## config.mk

```make
export PLATFORM = sky130hd
export DESIGN_NAME = lru_key_value_cache
export DESIGN_NICKNAME = d
export VERILOG_FILES = /design/src/rtl/core/lkvc_pkg.sv /design/src/rtl/core/lkvc_lookup.sv /design/src/rtl/core/lkvc_store.sv /design/src/rtl/core/lru_key_value_cache.sv
export SDC_FILE = /design/constraint.sdc
export NUM_CORES = 2
export LEC_CHECK = 0
export BUFFER_PORTS_ARGS = -buffer_cell sky130_fd_sc_hd__buf_2
export CORE_MARGIN = 2
export CORE_UTILIZATION = 50
export DETAILED_ROUTE_END_ITERATION = 6
export PLACE_DENSITY = 0.72
export SKIP_CTS_REPAIR_TIMING = 1
export SLEW_MARGIN = 20
export SYNTH_ARGS = -nofsm -noshare
export SYNTH_HDL_FRONTEND = slang
export SYNTH_HIERARCHICAL = 1
export SYNTH_SLANG_ARGS = --single-unit
```

## constraint.sdc

```tcl
create_clock -name clk -period 8.75 [get_ports clk]
set_input_delay 0.875 -clock clk [delete_from_list [all_inputs] [get_ports clk]]
set_output_delay 0.875 -clock clk [all_outputs]
set_load 0.05 [all_outputs]
```

## src/rtl/core/lkvc_pkg.sv

```systemverilog
// ---------------------------------------------------------------------------
// lkvc_pkg
// shared types and constants for the lru key-value cache
// ---------------------------------------------------------------------------
package lkvc_pkg;

  localparam int ENTRIES   = 16;
  localparam int IDX_W     = (ENTRIES > 1) ? $clog2(ENTRIES) : 1;
  localparam int AGE_W     = IDX_W;
  localparam int CNT_W     = $clog2(ENTRIES + 1);
  localparam int KEY_W     = 32;
  localparam int DATA_W    = 32;
  localparam int CAP_W     = 5;
  localparam int CAP_RESET = (16 > ENTRIES) ? ENTRIES : 16;

  localparam logic signed [DATA_W-1:0] MISS_VALUE = -32'sd1;

  typedef enum logic {
    OP_GET = 1'b0,
    OP_PUT = 1'b1
  } op_t;

  typedef enum logic [1:0] {
    REG_CAPACITY = 2'd0
  } reg_addr_t;

  // result of the parallel search over all entries
  typedef struct packed {
    logic             hit;
    logic [IDX_W-1:0] hit_idx;
    logic             free_found;
    logic [IDX_W-1:0] free_idx;
    logic [IDX_W-1:0] lru_idx;
  } lkvc_lookup_t;

  // update request to the entry store
  typedef struct packed {
    logic              en;
    logic              fill;
    logic              wr;
    logic [IDX_W-1:0]  idx;
    logic [KEY_W-1:0]  key;
    logic [DATA_W-1:0] data;
  } lkvc_cmd_t;

endpackage

```

## src/rtl/core/lkvc_lookup.sv

```systemverilog
// ---------------------------------------------------------------------------
// lkvc_lookup
// parallel key match, free slot search and lru pick over all entries
// ---------------------------------------------------------------------------
module lkvc_lookup
  import lkvc_pkg::*;
(
  input  logic [KEY_W-1:0]  search_key,
  input  logic              entry_valid [ENTRIES],
  input  logic [KEY_W-1:0]  entry_key   [ENTRIES],
  input  logic [DATA_W-1:0] entry_data  [ENTRIES],
  input  logic [AGE_W-1:0]  entry_age   [ENTRIES],
  input  logic [CNT_W-1:0]  occupied_count,
  output lkvc_lookup_t      result,
  output logic [DATA_W-1:0] hit_data
);

  logic [AGE_W-1:0] oldest_rank;

  // ranks of valid entries form a permutation of 0..count-1
  assign oldest_rank = AGE_W'(occupied_count - CNT_W'(1));

  always_comb begin
    result = '0;
    // walk downward so the lowest index wins
    for (int j = ENTRIES - 1; j >= 0; j--) begin
      if (entry_valid[j] && (entry_key[j] == search_key)) begin
        result.hit     = 1'b1;
        result.hit_idx = IDX_W'(j);
      end
      if (!entry_valid[j]) begin
        result.free_found = 1'b1;
        result.free_idx   = IDX_W'(j);
      end
      if (entry_valid[j] && (entry_age[j] == oldest_rank)) begin
        result.lru_idx = IDX_W'(j);
      end
    end
  end

  assign hit_data = entry_data[result.hit_idx];

endmodule

```

## src/rtl/core/lkvc_store.sv

```systemverilog
// ---------------------------------------------------------------------------
// lkvc_store
// entry registers: valid bits, keys, data, recency ranks and fill count
// ---------------------------------------------------------------------------
module lkvc_store
  import lkvc_pkg::*;
(
  input  logic              clk,
  input  logic              rst,
  input  lkvc_cmd_t         cmd,
  output logic              entry_valid [ENTRIES],
  output logic [KEY_W-1:0]  entry_key   [ENTRIES],
  output logic [DATA_W-1:0] entry_data  [ENTRIES],
  output logic [AGE_W-1:0]  entry_age   [ENTRIES],
  output logic [CNT_W-1:0]  occupied_count
);

  logic [AGE_W-1:0] target_age;

  assign target_age = entry_age[cmd.idx];

  // control state: valid bits, ranks, count
  always_ff @(posedge clk) begin
    if (rst) begin
      for (int j = 0; j < ENTRIES; j++) begin
        entry_valid[j] <= 1'b0;
        entry_age[j]   <= '0;
      end
      occupied_count <= '0;
    end else if (cmd.en) begin
      for (int j = 0; j < ENTRIES; j++) begin
        if (IDX_W'(j) == cmd.idx) begin
          entry_age[j] <= '0;
          if (cmd.fill) begin
            entry_valid[j] <= 1'b1;
          end
        end else if (entry_valid[j] && (cmd.fill || (entry_age[j] < target_age))) begin
          entry_age[j] <= entry_age[j] + AGE_W'(1);
        end
      end
      if (cmd.fill) begin
        occupied_count <= occupied_count + CNT_W'(1);
      end
    end
  end

  // payload, no reset
  always_ff @(posedge clk) begin
    if (cmd.en && cmd.wr) begin
      entry_key[cmd.idx]  <= cmd.key;
      entry_data[cmd.idx] <= cmd.data;
    end
  end

endmodule

```

## src/rtl/core/lru_key_value_cache.sv

```systemverilog
// ---------------------------------------------------------------------------
// lru_key_value_cache
// fully associative key-value cache with least-recently-used replacement
// ---------------------------------------------------------------------------
// path: a get beat is held in the input register, then its result goes to the result register
// throughput: one beat per cycle; the input stalls only while a get in the
//   input register waits on a full, stalled result register, a put moves on
// reset: all entries invalid, ranks and count zero, capacity = 16
// ---------------------------------------------------------------------------
module lru_key_value_cache
  import lkvc_pkg::*;
(
  input  logic                     clk,
  input  logic                     rst,
  // input channel
  input  logic                     in_valid,
  output logic                     in_stall,
  input  logic                     operation,
  input  logic [KEY_W-1:0]         key,
  input  logic signed [DATA_W-1:0] value,
  // result channel
  output logic                     out_valid,
  input  logic                     out_stall,
  output logic                     hit,
  output logic signed [DATA_W-1:0] read_value,
  // configuration port
  input  logic                     psel,
  input  logic                     penable,
  input  logic                     pwrite,
  input  logic [1:0]               paddr,
  input  logic [31:0]              pwdata,
  output logic [31:0]              prdata,
  output logic                     pready
);

  // input register stage
  logic              s1_valid;
  op_t               s1_op;
  logic [KEY_W-1:0]  s1_key;
  logic [DATA_W-1:0] s1_value;

  // capacity register, saturated to 1..ENTRIES on write
  logic [CNT_W-1:0]  capacity;
  logic [CAP_W-1:0]  cap_wr;
  logic [CNT_W-1:0]  cap_next;

  // store and search
  logic              entry_valid [ENTRIES];
  logic [KEY_W-1:0]  entry_key   [ENTRIES];
  logic [DATA_W-1:0] entry_data  [ENTRIES];
  logic [AGE_W-1:0]  entry_age   [ENTRIES];
  logic [CNT_W-1:0]  occupied_count;
  lkvc_lookup_t      lk;
  logic [DATA_W-1:0] hit_data;
  lkvc_cmd_t         cmd;

  logic              in_accept;
  logic              out_free;
  logic              advance;
  logic              do_fill;

  // -------------------------------------------------------------------------
  // handshakes
  // -------------------------------------------------------------------------
  // the result register is free when empty or being drained this cycle
  assign out_free  = !out_valid || !out_stall;
  // a put leaves no result, so it always moves on; a get needs a free slot
  assign advance   = s1_valid && ((s1_op == OP_PUT) || out_free);
  assign in_stall  = s1_valid && !advance;
  assign in_accept = in_valid && !in_stall;

  always_ff @(posedge clk) begin
    if (rst) begin
      s1_valid <= 1'b0;
    end else if (in_accept) begin
      s1_valid <= 1'b1;
    end else if (advance) begin
      s1_valid <= 1'b0;
    end
  end

  always_ff @(posedge clk) begin
    if (in_accept) begin
      s1_op    <= op_t'(operation);
      s1_key   <= key;
      s1_value <= value;
    end
  end

  // -------------------------------------------------------------------------
  // configuration
  // -------------------------------------------------------------------------
  assign pready = 1'b1;
  assign cap_wr = pwdata[CAP_W-1:0];

  always_comb begin
    if (cap_wr == '0) begin
      cap_next = CNT_W'(1);
    end else if (32'(cap_wr) > 32'(ENTRIES)) begin
      cap_next = CNT_W'(ENTRIES);
    end else begin
      cap_next = CNT_W'(cap_wr);
    end
  end

  // capacity only changes while the store is empty
  always_ff @(posedge clk) begin
    if (rst) begin
      capacity <= CNT_W'(CAP_RESET);
    end else if (psel && penable && pwrite && pready &&
                 (paddr == REG_CAPACITY) && (occupied_count == '0)) begin
      capacity <= cap_next;
    end
  end

  always_comb begin
    case (reg_addr_t'(paddr))
      REG_CAPACITY: prdata = 32'(capacity);
      default:      prdata = '0;
    endcase
  end

  // -------------------------------------------------------------------------
  // search and update
  // -------------------------------------------------------------------------
  lkvc_lookup u_lookup (
    .search_key     (s1_key),
    .entry_valid    (entry_valid),
    .entry_key      (entry_key),
    .entry_data     (entry_data),
    .entry_age      (entry_age),
    .occupied_count (occupied_count),
    .result         (lk),
    .hit_data       (hit_data)
  );

  // a new key fills the lowest free slot while under capacity
  assign do_fill = !lk.hit && (occupied_count < capacity) && lk.free_found;

  always_comb begin
    cmd      = '0;
    cmd.key  = s1_key;
    cmd.data = s1_value;
    if (lk.hit) begin
      // get or put on a stored key: touch it, a put also rewrites the data
      cmd.en  = advance;
      cmd.idx = lk.hit_idx;
      cmd.wr  = (s1_op == OP_PUT);
    end else if (s1_op == OP_PUT) begin
      // put on a new key: fill a free slot or evict the oldest entry
      cmd.en   = advance;
      cmd.wr   = 1'b1;
      cmd.fill = do_fill;
      cmd.idx  = do_fill ? lk.free_idx : lk.lru_idx;
    end
  end

  lkvc_store u_store (
    .clk            (clk),
    .rst            (rst),
    .cmd            (cmd),
    .entry_valid    (entry_valid),
    .entry_key      (entry_key),
    .entry_data     (entry_data),
    .entry_age      (entry_age),
    .occupied_count (occupied_count)
  );

  // -------------------------------------------------------------------------
  // result register
  // -------------------------------------------------------------------------
  always_ff @(posedge clk) begin
    if (rst) begin
      out_valid <= 1'b0;
    end else if (advance && (s1_op == OP_GET)) begin
      out_valid <= 1'b1;
    end else if (!out_stall) begin
      out_valid <= 1'b0;
    end
  end

  always_ff @(posedge clk) begin
    if (advance && (s1_op == OP_GET)) begin
      hit        <= lk.hit;
      read_value <= lk.hit ? hit_data : MISS_VALUE;
    end
  end

  // -------------------------------------------------------------------------
  // assertions
  // -------------------------------------------------------------------------
  // never more entries than the capacity allows
  assert property (@(posedge clk) disable iff (rst) occupied_count <= capacity)
    else $error("occupied count above capacity");

  // input stalls only when a get is blocked by a full, stalled result register
  assert property (@(posedge clk) disable iff (rst)
    in_stall |-> (s1_valid && (s1_op == OP_GET) && out_valid && out_stall))
    else $error("input stalled without a blocked get");

  // a stored entry is only added by a fill
  assert property (@(posedge clk) disable iff (rst)
    (occupied_count != $past(occupied_count)) |-> $past(cmd.en && cmd.fill))
    else $error("count changed without a fill");

  // a miss always returns all ones
  assert property (@(posedge clk) disable iff (rst)
    (out_valid && !hit) |-> (read_value == MISS_VALUE))
    else $error("miss result not minus one");

endmodule
```

# Word-level counts from Yosys, hierarchy flattened
# Cells that the tools add are included.
[word_totals]
elab_cells = 402
out_inout_bits = 68
ff_bits = 1214
[classes]
eq_ne = 48
n_bitwise = 3
n_reduce_logical = 137
n_addsub = 18
n_lt_le_gt_ge = 21
muxes = 102
[op_table]
columns = ["cell", "n"]
rows = [
  ["$bwmux 512", 2],
  ["$eq 32x32->1", 16],
  ["$mux 4", 51],
  ["$mux 5", 36],
  ["$bmux 32 s4", 1],
  ["$demux 32 s4", 1],
  ["$mux 32", 3],
  ["$add 4x1->4 const B", 16],
  ["$eq 4x4->1", 16],
  ["$lt 4x4->1", 16],
  ["$logic_and 1x1->1", 60],
  ["$reduce_and 3->1", 16],
  ["$reduce_and 2->1", 17],
  ["$reduce_bool 2->1", 17],
  ["$eq 4x4->1 const A", 8],
  ["$logic_or 1x1->1", 18],
  ["$bmux 4 s4", 1],
  ["$eq 3x4->1 const A", 4],
  ["$ge 5x5->1 const B", 2],
  ["$logic_not 5->1", 2],
  ["$not 4->5", 2],
  ["$eq 2x4->1 const A", 2],
  ["$mux 7", 1],
  ["$mux 1", 6],
  ["11 further kinds", 15],
]

# Depth between registers and ports, before layout
[depth]
depth_word = 33
ltp_mapped = 30

# Cells and area by module
# The synthesis kept the hierarchy.
[by_module_without_submodules]
columns = ["mod", "n_inst", "cells_each", "seq_area_each_um2", "area_each_um2"]
rows = [
  ["lkvc_store", 1, 1811, 32451.1, 37762.5],
  ["lkvc_lookup", 1, 1776, 0.0, 13629.3],
  ["lru_key_value_cache", 1, 235, 3083.0, 3941.3],
]

# Worst setup path after synthesis
# No wires, ideal clock.
[synth_timing]
path_kind = "reg-to-reg"
from = "reg, netlist name u_store/occupied_count[0]"
to = "reg u_store/entry_data[224] in the netlist's numbering (enable)"
arrival_time_ps = 7330
setup_slack_ps = 927
synth_period_minus_slack_ps = 7823
required_time_ps = 8257
stages_incl_launch_ff = 19
path_buffers = 5
cell_sequence = "dfxtp_1 clkbuf_1 buf_1 inv_1 ha_1 xor2_1 clkbuf_1 xnor2_1 nand4_1 a21boi_0 o21ai_0 a21oi_1 o21ai_0 a21oi_1 a221o_1 buf_6 buf_6 nor4b_4 nor2b_1"
[synth_lines]
columns = ["element", "line", "rtl"]
rows = [
  ["end signal: indexed assignment", "lkvc_store.sv:51", "entry_data[cmd.idx] <= cmd.data;"],
  ["end: declaration", "lkvc_store.sv:13", "output logic [DATA_W-1:0] entry_data [ENTRIES],"],
]

==> impl_metrics.py <==
metrics = {
    "floorplan": {
        "die_x_um": 337,
        "start_util": 0.502,
        "die_y_um": 337,
        "die-area_um2": 113000,
        "core.rowCount": 122,
        "boundaryPins": 174,
        "core-area_um2": 110000,
    },
    "drt": {
        "num_vias": 34205,
        "route.detailed.wl_per_inst_um": 24.7,
        "vias_per_cell": 6.09,
        "wl_mm": 139,
        "ant_nets": 0,
        "dr.pass1.iters": 5,
        "drtIter0Drc": 3965,
        "drcViolationCount": 0,
    },
    "critical_path": {
        "required_ns": 9.37,
        "critical_path.cell_chain": "buf_4 -> xor2_1 -> nor4_1 -> nand4_1 -> or4_1 -> nand4_1 -> nor2_1 -> nand2_2 -> nor2_1 -> nand3_1 -> o2bb2ai_1 -> a221o_2 -> mux4_2 -> mux4_2 -> inv_1 -> buf_12 -> ha_1 -> a21o_1 -> a21oi_1 -> a31oi_1 -> or4_1 -> a21oi_1",
        "cp-end-kind": "flop",
        "cp_slowest_cell": "edfxtp_1",
        "arrival_ns": 8.23,
        "worst-setup-path-type": "reg -> reg",
        "critical_path.startpoint_type": "flop",
        "reg2reg_to": "u_store/entry_age[47]$_SDFFE_PP0P_",
        "crit_buf_inv": 3,
        "reg2reg_from": "s1_key[30]$_DFFE_PP_",
        "cp_max_fo": 27,
        "slowest_delay_ns": 0.85,
        "crit_family": "simple AND/OR/NAND/NOR gates",
        "rr_worst_depth": 22,
        "r2r_setup_slack_ns": 1.14,
    },
    "clock_network": {
        "root_buffer": "clkbuf_16",
        "htree_levels": 3,
        "clkTransAtPathRegs_ns": 0.06,
        "clockBufferDepth": 3,
        "cts_tree": "done",
        "cts_inserted_buffers": 121,
        "clkSinkCount": 1214,
        "clkLatencyLatePin_ns": 0.74,
    },
    "timing": {
        "tns_ns": 0,
        "rsz0062_at_grt": "false",
        "fmax_ghz": 0.131,
        "hold_viol_final": 0,
        "relSlewSlack": 0.235,
        "slew_viol_final": 0,
        "skew_ns": 0.0463,
        "worstMarginPinSlew_ns": 1.15,
        "setup_violations": 0,
        "timing.hold.ws_ns": 0.314,
        "period_minus_slack_ns": 7.61,
        "post-route-period-util": 0.870,
    },
    "grt": {
        "grtUsageMet3": 0.0410,
        "use_met2": 0.376,
        "grt_pass1_vias": 32806,
        "grt_pass1_wl_mm": 204,
        "grt-busiest-layer": "met2",
        "use_met1": 0.342,
        "grt_max_degree": 65,
        "gr-total-overflow": 0,
        "grt_usage": 0.241,
        "antenna_found_initial": 2,
    },
    "synthesis": {
        "synthFlopType": "edfxtp_1",
        "ys_top_cells_by_area": "edfxtp_1 61%, xor2_1 7.6%, mux2i_1 4.1%",
        "ys_seq_area_frac": 0.642,
        "syn_avg_cell_area_um2": 14.5,
        "syn_inst": 3822,
        "netlist.area_leader.share": 0.609,
        "yosysWarnings": 6,
        "syn_area_um2": 55300,
        "yosysTopAreaCell": "edfxtp_1",
        "synth_edf_count": 1122,
        "synth_cell_type_count": 93,
        "async_flop_share": 0,
        "ys_ff_latch": 1214,
    },
    "layout": {
        "syn_to_final_growth_pct": 12.0,
        "fillers": 8650,
        "layout_common_cells": "1122 x edfxtp_1, 476 x xor2_1, 292 x nor4_1",
        "nNetsFinal": 4208,
        "antenna_cells": 0,
        "drive_gt1_frac": 0.138,
        "layout.cells.most_common": "edfxtp_1",
        "final_area_um2": 61900,
    },
    "min_path": {
        "hp-start": "value[2]",
        "hp-class": "in -> reg",
        "hold_path_end": "s1_value[2]$_DFFE_PP_",
        "hold_path_depth": 1,
    },
    "run_status": {
        "status": "complete, no violations",
    },
    "job": {
        "max_cap_viol_count": 0,
    },
    "placed_design": {
        "dp_hpwl_mm": 84.0,
        "gp_congestion": 0.886,
        "port_buffers": 118,
        "place_area_um2": 57900,
    },
    "power": {
        "powerDensity_nw_per_um2": 195,
        "ir_worst_vdd_v": 0.000200,
        "leakage_nw": 22.1,
    },
}
-- where the power goes --
group	switching [mW]	leakage (nW)	total [mW]	internal, mW
combinational	0.312	9.28	0.450	0.138
clock	2.22	1.93	5.19	2.97
sequential	0.0671	10.9	6.43	6.36
total	2.60	22.1	12.1	9.47
-- metal layers --
layer / vias to the layer above / wire [um]
met5: - / 0
met4: 0 / 4960
met3: 291 / 12200
met2: 1636 / 62800
met1: 17044 / 58900
li1: 15234 / -
-- through the flow --
stage | util | power [mW] | std cells | setup WS [ns]
6_report | 0.562 | 12.1 | 5619 | 1.14
5_1_grt | 0.562 | 12.4 | 5619 | 0.805
4_1_cts | 0.562 | 12.1 | 5618 | 1.27
3_5_place_dp | 0.526 | 7.00 | 5396 | 1.32
3_3_place_gp | 0.526 | 6.99 | 5396 | 1.46
2_1_floorplan | - | 6.83 | 3848 | 0.927
-- synthesized netlist by cell type (all sizes together) (25+ instances only) --
cell	n
a21boi	28
a21oi	62
a221oi	30
a22o	31
a31oi	48
and2	26
buf	162
clkbuf	58
dfxtp	92
edfxtp	1122
ha	70
inv	25
mux2	34
mux2i	228
nand2	84
nand2b	73
nand3	94
nand4	63
nor2	73
nor2b	37
nor3	63
nor3b	50
nor4	298
o21ai	36
o22ai	65
or3	50
or4	38
xnor2	104
xor2	477
-- kinds of logic (layout without fill, tap and decap cells) --
| family | count (synthesis) | after routing | synth area share |
|---|---|---|---|
| DFF | 1214 | 1214 | 0.642 |
| and+or+nand+nor | 1030 | 1030 | 0.114 |
| xor gates and xnor gates | 582 | 582 | 0.0924 |
| AOI/OAI and AO/OA | 400 | 400 | 0.0506 |
| muxes | 279 | 279 | 0.0551 |
| buffers and inverters | 245 | 528 | 0.0301 |
| adders and majority gates | 70 | 70 | 0.0158 |
| other | 2 | 28 | 0.000136 |
-- sequential cells by signal (all words and copies together), names as in the netlist --
| register | cells |
|---|---|
| u_store/entry_data | 512 |
| s1_key | 32 |
| s1_valid | 1 |
| out_valid | 1 |
| u_store/entry_age | 64 |
| s1_value | 32 |
| capacity | 5 |
| hit | 1 |
| u_store/occupied_count | 5 |
| u_store/entry_key | 512 |
| s1_op | 1 |
| read_value | 32 |
| u_store/entry_valid | 16 |
-- layout make-up --
cell class,count,area [um^2],area share
well taps,1488,1860,0.0301
repair buffers,281,2020,0.0326
multi-input cells,2389,18500,0.298
clock buffers,148,3210,0.0518
inverters,25,93.8,0.00151
flip-flops and latches,1214,35500,0.574
clock inverters,74,773,0.0125
-- worst max-delay path by stage --
stage | startpoint | cells past startpoint | slack (ns) | endpoint
2_1_floorplan | u_store/occupied_count[0]$_SDFFE_PP0P_ | 18 | 0.93 | u_store/entry_data[224]$_DFFE_PP_
6_report | s1_key[30]$_DFFE_PP_ | 22 | 1.14 | u_store/entry_age[47]$_SDFFE_PP0P_
3_5_place_dp | s1_key[30]$_DFFE_PP_ | 20 | 1.32 | u_store/entry_age[47]$_SDFFE_PP0P_
4_1_cts | s1_key[30]$_DFFE_PP_ | 20 | 1.27 | u_store/entry_age[47]$_SDFFE_PP0P_
3_3_place_gp | s1_key[13]$_DFFE_PP_ | 21 | 1.46 | u_store/entry_age[59]$_SDFFE_PP0P_
5_1_grt | s1_key[30]$_DFFE_PP_ | 20 | 0.80 | u_store/entry_age[47]$_SDFFE_PP0P_
Power figures use the tool's default switching activity.
